### src/dlrs_pkg.sv
`default_nettype none
package dlrs_pkg;

   localparam int MAX_BATCH  = 32;
   localparam int TRACK_BITS = 16;
   localparam int KEY_BITS   = TRACK_BITS + 1;
   localparam int TOTAL_BITS = 17;
   localparam int SUM_BITS   = TOTAL_BITS + 1;

   localparam logic [TOTAL_BITS-1:0] TOTAL_MAX = {TOTAL_BITS{1'b1}};

   typedef logic [TRACK_BITS-1:0] track_type;
   typedef logic [KEY_BITS-1:0]   key_type;
   typedef logic [TOTAL_BITS-1:0] total_type;

   // state one cell shows its neighbours
   typedef struct packed {
      logic    valid;
      logic    gt;
      key_type key;
   } link_type;

   // broadcast to every cell of the chain
   typedef struct packed {
      logic    insert;
      logic    shift;
      key_type new_key;
   } ctrl_type;

endpackage
`default_nettype wire

### src/disk_look_request_scheduler_core.sv
`default_nettype none
// channel   direction  handshake              payload
// req_      in         req_valid / req_stall  track, start_head, last_request
// rsp_      out        rsp_valid / rsp_stall  served_track, seek_distance,
//                                             total_movement, overflowed, last_served
//
// Loading takes one item per cycle: each item enters the cell chain, or is dropped if full.
// After the last item the chain shifts one result per cycle into the output register while
// rsp_stall allows, so n requests give min(n, 32) results; req_stall is high meanwhile.
// A one-cycle reset clears the valid bits of all cells; no clearing pass follows.
// rsp_stall holds the output register and pauses the chain; req_ is free again as
// soon as the final result sits in the output register.
module disk_look_request_scheduler_core (
   input  wire                         clock,
   input  wire                         reset,
   input  wire                         req_valid,
   output logic                        req_stall,
   input  wire  [15:0]                 req_track,
   input  wire  [15:0]                 req_start_head,
   input  wire                         req_last_request,
   output logic                        rsp_valid,
   input  wire                         rsp_stall,
   output logic [15:0]                 rsp_served_track,
   output logic [15:0]                 rsp_seek_distance,
   output logic [16:0]                 rsp_total_movement,
   output logic                        rsp_overflowed,
   output logic                        rsp_last_served
);

   localparam int N = dlrs_pkg::MAX_BATCH;

   logic                  emitting_ff, emitting_in;
   logic                  drop_ff, drop_in;
   dlrs_pkg::track_type   batch_head_ff, batch_head_in;
   dlrs_pkg::track_type   cur_head_ff, cur_head_in;
   dlrs_pkg::total_type   sum_ff, sum_in;
   logic                  rsp_valid_ff, rsp_valid_in;
   dlrs_pkg::track_type   track_ff;
   dlrs_pkg::track_type   seek_ff;
   dlrs_pkg::total_type   total_ff;
   logic                  over_ff;
   logic                  last_ff;

   dlrs_pkg::link_type    links [N];
   dlrs_pkg::ctrl_type    ctrl;

   logic                  accept_in;
   logic                  batch_start;
   logic                  full;
   logic                  pop;
   logic                  pop_last;
   dlrs_pkg::track_type   head_sel;
   dlrs_pkg::key_type     new_key;
   dlrs_pkg::track_type   key_dist;
   dlrs_pkg::track_type   served;
   dlrs_pkg::track_type   seek;
   logic [dlrs_pkg::SUM_BITS-1:0] sum_wide;
   dlrs_pkg::total_type   sum_sat;

   assign req_stall   = emitting_ff;
   assign accept_in   = req_valid && !emitting_ff;
   assign batch_start = !links[0].valid && !drop_ff;
   assign full        = links[N-1].valid;
   assign head_sel    = batch_start ? req_start_head : batch_head_ff;

   always_comb begin
      if (req_track < head_sel) begin
         new_key = {1'b0, head_sel - req_track};
      end else begin
         new_key = {1'b1, req_track - head_sel};
      end
   end

   assign pop = emitting_ff && (!rsp_valid_ff || !rsp_stall);

   assign ctrl.insert  = accept_in && !full;
   assign ctrl.shift   = pop;
   assign ctrl.new_key = new_key;

   genvar gi;
   generate
      for (gi = 0; gi < N; gi++) begin : g_cell
         dlrs_pkg::link_type left_l;
         dlrs_pkg::link_type right_l;
         if (gi == 0) begin : g_first
            assign left_l = '{valid: 1'b1, gt: 1'b0, key: '0};
         end else begin : g_mid
            assign left_l = links[gi-1];
         end
         if (gi == N - 1) begin : g_end
            assign right_l = '{valid: 1'b0, gt: 1'b0, key: '0};
         end else begin : g_next
            assign right_l = links[gi+1];
         end
         dlrs_cell u_cell (
            .clock      (clock),
            .reset      (reset),
            .ctrl       (ctrl),
            .left_link  (left_l),
            .right_link (right_l),
            .cell_link  (links[gi])
         );
      end
      if (N == 1) begin : g_last_one
         assign pop_last = 1'b1;
      end else begin : g_last_many
         assign pop_last = !links[1].valid;
      end
   endgenerate

   assign key_dist = links[0].key[dlrs_pkg::TRACK_BITS-1:0];
   assign served   = links[0].key[dlrs_pkg::TRACK_BITS] ? batch_head_ff + key_dist
                                                        : batch_head_ff - key_dist;
   assign seek   = (served > cur_head_ff) ? served - cur_head_ff : cur_head_ff - served;
   assign sum_wide = {1'b0, sum_ff} + {2'b00, seek};
   assign sum_sat  = sum_wide[dlrs_pkg::SUM_BITS-1] ? dlrs_pkg::TOTAL_MAX
                                                    : sum_wide[dlrs_pkg::TOTAL_BITS-1:0];

   always_comb begin
      emitting_in   = emitting_ff;
      drop_in       = drop_ff;
      batch_head_in = batch_head_ff;
      cur_head_in   = cur_head_ff;
      sum_in        = sum_ff;
      rsp_valid_in  = rsp_valid_ff;
      if (!rsp_stall) begin
         rsp_valid_in = 1'b0;
      end
      if (accept_in) begin
         if (batch_start) begin
            batch_head_in = req_start_head;
         end
         if (full) begin
            drop_in = 1'b1;
         end
         if (req_last_request) begin
            emitting_in = 1'b1;
            cur_head_in = head_sel;
         end
      end
      if (pop) begin
         rsp_valid_in = 1'b1;
         cur_head_in  = served;
         sum_in       = sum_sat;
         if (pop_last) begin
            emitting_in = 1'b0;
            drop_in     = 1'b0;
            sum_in      = '0;
         end
      end
   end

   always_ff @(posedge clock) begin
      if (reset) begin
         emitting_ff   <= 1'b0;
         drop_ff       <= 1'b0;
         batch_head_ff <= '0;
         cur_head_ff   <= '0;
         sum_ff        <= '0;
         rsp_valid_ff  <= 1'b0;
      end else begin
         emitting_ff   <= emitting_in;
         drop_ff       <= drop_in;
         batch_head_ff <= batch_head_in;
         cur_head_ff   <= cur_head_in;
         sum_ff        <= sum_in;
         rsp_valid_ff  <= rsp_valid_in;
      end
   end

   always_ff @(posedge clock) begin
      if (pop) begin
         track_ff <= served;
         seek_ff  <= seek;
         total_ff <= sum_sat;
         over_ff  <= drop_ff;
         last_ff  <= pop_last;
      end
   end

   assign rsp_valid          = rsp_valid_ff;
   assign rsp_served_track   = track_ff;
   assign rsp_seek_distance  = seek_ff;
   assign rsp_total_movement = total_ff;
   assign rsp_overflowed     = over_ff;
   assign rsp_last_served    = last_ff;

endmodule
`default_nettype wire

### src/dlrs_cell.sv
`default_nettype none
module dlrs_cell (
   input  wire                 clock,
   input  wire                 reset,
   input  dlrs_pkg::ctrl_type  ctrl,
   input  dlrs_pkg::link_type  left_link,
   input  dlrs_pkg::link_type  right_link,
   output dlrs_pkg::link_type  cell_link
);

   logic              valid_ff;
   logic              valid_in;
   dlrs_pkg::key_type key_ff;
   dlrs_pkg::key_type key_in;
   logic              gt;

   assign gt = valid_ff && (key_ff > ctrl.new_key);

   always_comb begin
      valid_in = valid_ff;
      key_in   = key_ff;
      if (ctrl.insert) begin
         if (gt || (!valid_ff && left_link.valid)) begin
            valid_in = 1'b1;
            key_in   = left_link.gt ? left_link.key : ctrl.new_key;
         end
      end else if (ctrl.shift) begin
         valid_in = right_link.valid;
         key_in   = right_link.key;
      end
   end

   always_ff @(posedge clock) begin
      if (reset) begin
         valid_ff <= 1'b0;
      end else begin
         valid_ff <= valid_in;
      end
   end

   always_ff @(posedge clock) begin
      key_ff <= key_in;
   end

   assign cell_link.valid = valid_ff;
   assign cell_link.gt    = gt;
   assign cell_link.key   = key_ff;

endmodule
`default_nettype wire
### config.mk
export PLATFORM = sky130hd
export DESIGN_NAME = disk_look_request_scheduler_core
export DESIGN_NICKNAME = d
export VERILOG_FILES = /design/src/dlrs_pkg.sv /design/src/disk_look_request_scheduler_core.sv /design/src/dlrs_cell.sv
export SDC_FILE = /design/constraint.sdc
export NUM_CORES = 2
export LEC_CHECK = 0
export BUFFER_PORTS_ARGS = -buffer_cell sky130_fd_sc_hd__buf_2
export CAP_MARGIN = 10
export CORE_MARGIN = 8
export CORE_UTILIZATION = 25
export CTS_CLUSTER_SIZE = 30
export DETAILED_ROUTE_END_ITERATION = 8
export SLEW_MARGIN = 0
export SYNTH_ARGS = -nofsm -noshare
export SYNTH_HDL_FRONTEND = slang
export SYNTH_SLANG_ARGS = --single-unit
### constraint.sdc
create_clock -name clock -period 9.6 [get_ports clock]
set_input_delay 0 -clock clock [delete_from_list [all_inputs] [get_ports clock]]
set_output_delay 0 -clock clock [all_outputs]
set_load 0.05 [all_outputs]
==> results.md <==
- PD cells: 298.4 mW/mm2
- CP required: 10.02 ns
- Net Sw Power: 7.411 mW
- DIE AREA: 0.2097 mm2
- Slew @ Worst Pin: 1.261 ns
- Num CTS Buffers: 80
- Initial DRC Count: 4410
- Min Tclk post-route: 8.732 ns
- DR vias: 42230
- Hold Startpoint: reset
- Clock Sinks: 679
- Synth area leader: edfxtp_1
- Post-Route WL: 165300 um
- Setup TNS: 0 ns
- DRC: 0
- Nets@finish: 5865
- Wirelength per Cell: 21.19 um
- RSZ-0062 raised after global routing: false
- CP Launch Type: flop
- Max clock buf depth: 3
- # diodes: 0
- Slew margin rel.: 15.05%
- Core Region: 0.1946 mm2
- Fin crit share: 90.96%
- CTS tree: yes
- Reg clk slew, reported paths: 0.06 ns
- Ys async rst share: 0%
- Status: finished, final reports clean
- Port bufs: 89
- Tot GR Track Use: 14.98%
- Synth top area share: 36.59%
- Clk pwr share: 19.3%
- Avg Cell Area, Syn: 9.395 um2
- Worst Path Arrival: 9.15 ns
- Row cnt: 162
- Internal: 9.092 mW
- Hold Vio Cnt, Final: 0
- Post-CTS Setup Repair Bufs: 0
- Initial Util: 25.09%
- Peak supply drop: 0.2407 mV
- Top cells by area, synth: edfxtp_1 37%, ha_1 16%, a21oi_1 4.7%, nand2_1 4.2%, o21ai_0 4.1%
- Worst path slowest cell: a2111oi_0
- Sequential fraction of the synthesis area: 40.04%
- CP Launch Point: g_cell[0].u_cell.key_ff[0]
- Hold/Removal Path Class: input port to flop
- Most frequent cells in the layout: 624 x ha_1, 595 x edfxtp_1, 542 x nand2_1
- ANT nets after route: 0
- Hold buffers post-CTS: 19
- Post-synth cell types: 83
- Crit end category: flop
- Logic pwr share: 52.4%
- Yosys warns: 0
- Commonest non-fill, non-tap cell in the layout: ha_1
- Largest net degree at the start of global routing: 232
- Maximum Capacitance Violations: 0
- Sequential group share of total power: 28.3%
- Number of global-route vias before repair: 41420
- Critical Setup Path Class: flop to flop
- Post-cts resize count: 0
- GR Overflow Total: 0
- Synth-to-layout area growth: 13.26%
- Worst skew pair latency: 0.69 ns
- Clk_skew: 0.04777 ns
- H-tree depth: 3
- Layout Utilization: 28.42%
- DRT Pass-1 Iters: 6
- Critical path fanouts, max: 11
- Fmax: 114.5 MHz
- Yosys reg bits: 679
- Die Wd: 457.9 um
- Dpl hpwl: 118000 um
- Post-synth EDFFs: 595
- Pins Over Slew Limit: 0
- Die Height: 457.9 um
- Initial antenna violation count: 2
- Vias per cell: 5.415
- First-pass GRT wire length: 253400 um
- Final GP Congestion: 0.8870
- Max stage delay on crit path: 0.82 ns
- Post-synth top flop: edfxtp_1
- I/O pin count: 90
- RR Startpoint: g_cell[0].u_cell.key_ff[0]
- Post-Syn Nets: 5864
- Post-Syn Instances: 5197
- Leakage: 21.88 nW
- Worst path most repeated cell: ha_1
- Sw Share: 44.91%
- # setup viols final: 0
- Post-Syn Area: 0.04883 mm2
- Layout cells sized above 1: 7.856%
- Clk root buf: clkbuf_16
area by class of cell:
class	instances	area (um2)
clock buffers	99	2146
clock inverters	42	499.2
fillers	20390	139300
inverters	170	640.6
multi-input cells	4041	27640
flip-flops and latches	679	19550
well taps	2542	3181
repair buffers	226	1644
power groups by stage:
stage               sequential (mW)  clock (mW)  combinational [mW]
floorplan                      4.72           0                5.70
detailed placement             4.71           0                8.50
CTS                            4.65        3.23                8.56
finish                         4.67        3.18                8.65
global route                   4.71        3.33                9.56
global placement               4.71           0                8.26
synthesized netlist by cell type (9+ instances only):
cell and number:
nor2_1 292, nand2b_1 39, or2_2 17, nand3_1 227
inv_1 167, ha_1 624, a21o_1 122, and4_1 18
a211oi_1 64, xnor2_1 35, and2_1 15, xor2_1 29
dfxtp_1 84, or4_1 13, buf_2 38, a21oi_1 454
o22ai_1 9, buf_1 26, o21bai_1 13, or3_1 21
clkbuf_1 240, mux2i_1 109, nand4_1 97, o21a_1 44
nand3b_1 23, a221oi_1 21, nor3_1 68, and3_1 164
nor2b_1 61, o31ai_1 35, o21ai_1 70, o21ai_0 398
a31oi_1 60, o211ai_1 202, o31a_1 12, o221a_2 15
nand2_1 545, edfxtp_1 595
routing by layer:
| metal | part of all wire [%] | global-route usage (%) | up-vias |
|---|---|---|---|
| met3 | 7.6 | 2.180 | 313 |
| met5 | 0 | 0 | - |
| met4 | 3.5 | 5.165 | 0 |
| li1 | - | - | 19660 |
| met2 | 44 | 23.51 | 1800 |
| met1 | 45 | 21.01 | 20460 |
stage by stage:
stage	power (mW)	instance area (um2)	setup slack [ns]	hold WS (ns)	std cells
final	16.50	55300	0.8682	0.05767	7799
after global routing	17.59	55300	0.3172	0.09058	7799
after CTS	16.44	55290	0.9872	0.009478	7798
after detailed placement	13.21	52460	1.025	0.2665	7638
after global placement	12.96	52460	1.273	0.2415	7638
after floorplan	10.42	48830	1.763	0.1406	5197
critical path, delay by kind of cell, from the launching register on:
kind | cells | cell delay (ns)
compound gates | 12 | 3.64
xor+xnor | 4 | 1.03
simple gates | 9 | 1.76
buf+inv | 1 | 0.13
fa+ha+maj | 4 | 1.40
flops | 1 | 0.52
logic make-up after synthesis:
logic type | Yosys count | synth area share, %
simple gates | 1616 | 15.91
flops | 679 | 40.04
xor+xnor | 65 | 1.181
buf+inv | 477 | 3.782
fa+ha+maj | 630 | 16.24
mux | 110 | 2.258
compound gates | 1620 | 20.60
final timing paths:
kind	to	slack, ns	cells after the start
setup / recovery	rsp_total_movement[15]	0.87	30
hold / removal	sum_ff[8]	0.06	3
setup reg to reg	rsp_total_movement[15]	0.87	30
hold reg to reg	sum_ff[15]	0.47	2
registers in the layout (all words and copies together) (netlist names):
register / count
g_cell.u_cell.key_ff: 544
g_cell.u_cell.valid_ff: 32
rsp_total_movement: 17
sum_ff: 17
batch_head_ff: 16
cur_head_ff: 16
rsp_seek_distance: 16
rsp_served_track: 16
drop_ff: 1
req_stall: 1
rsp_last_served: 1
rsp_overflowed: 1
rsp_valid: 1
Note: power is estimated with default switching activity, not from simulation.
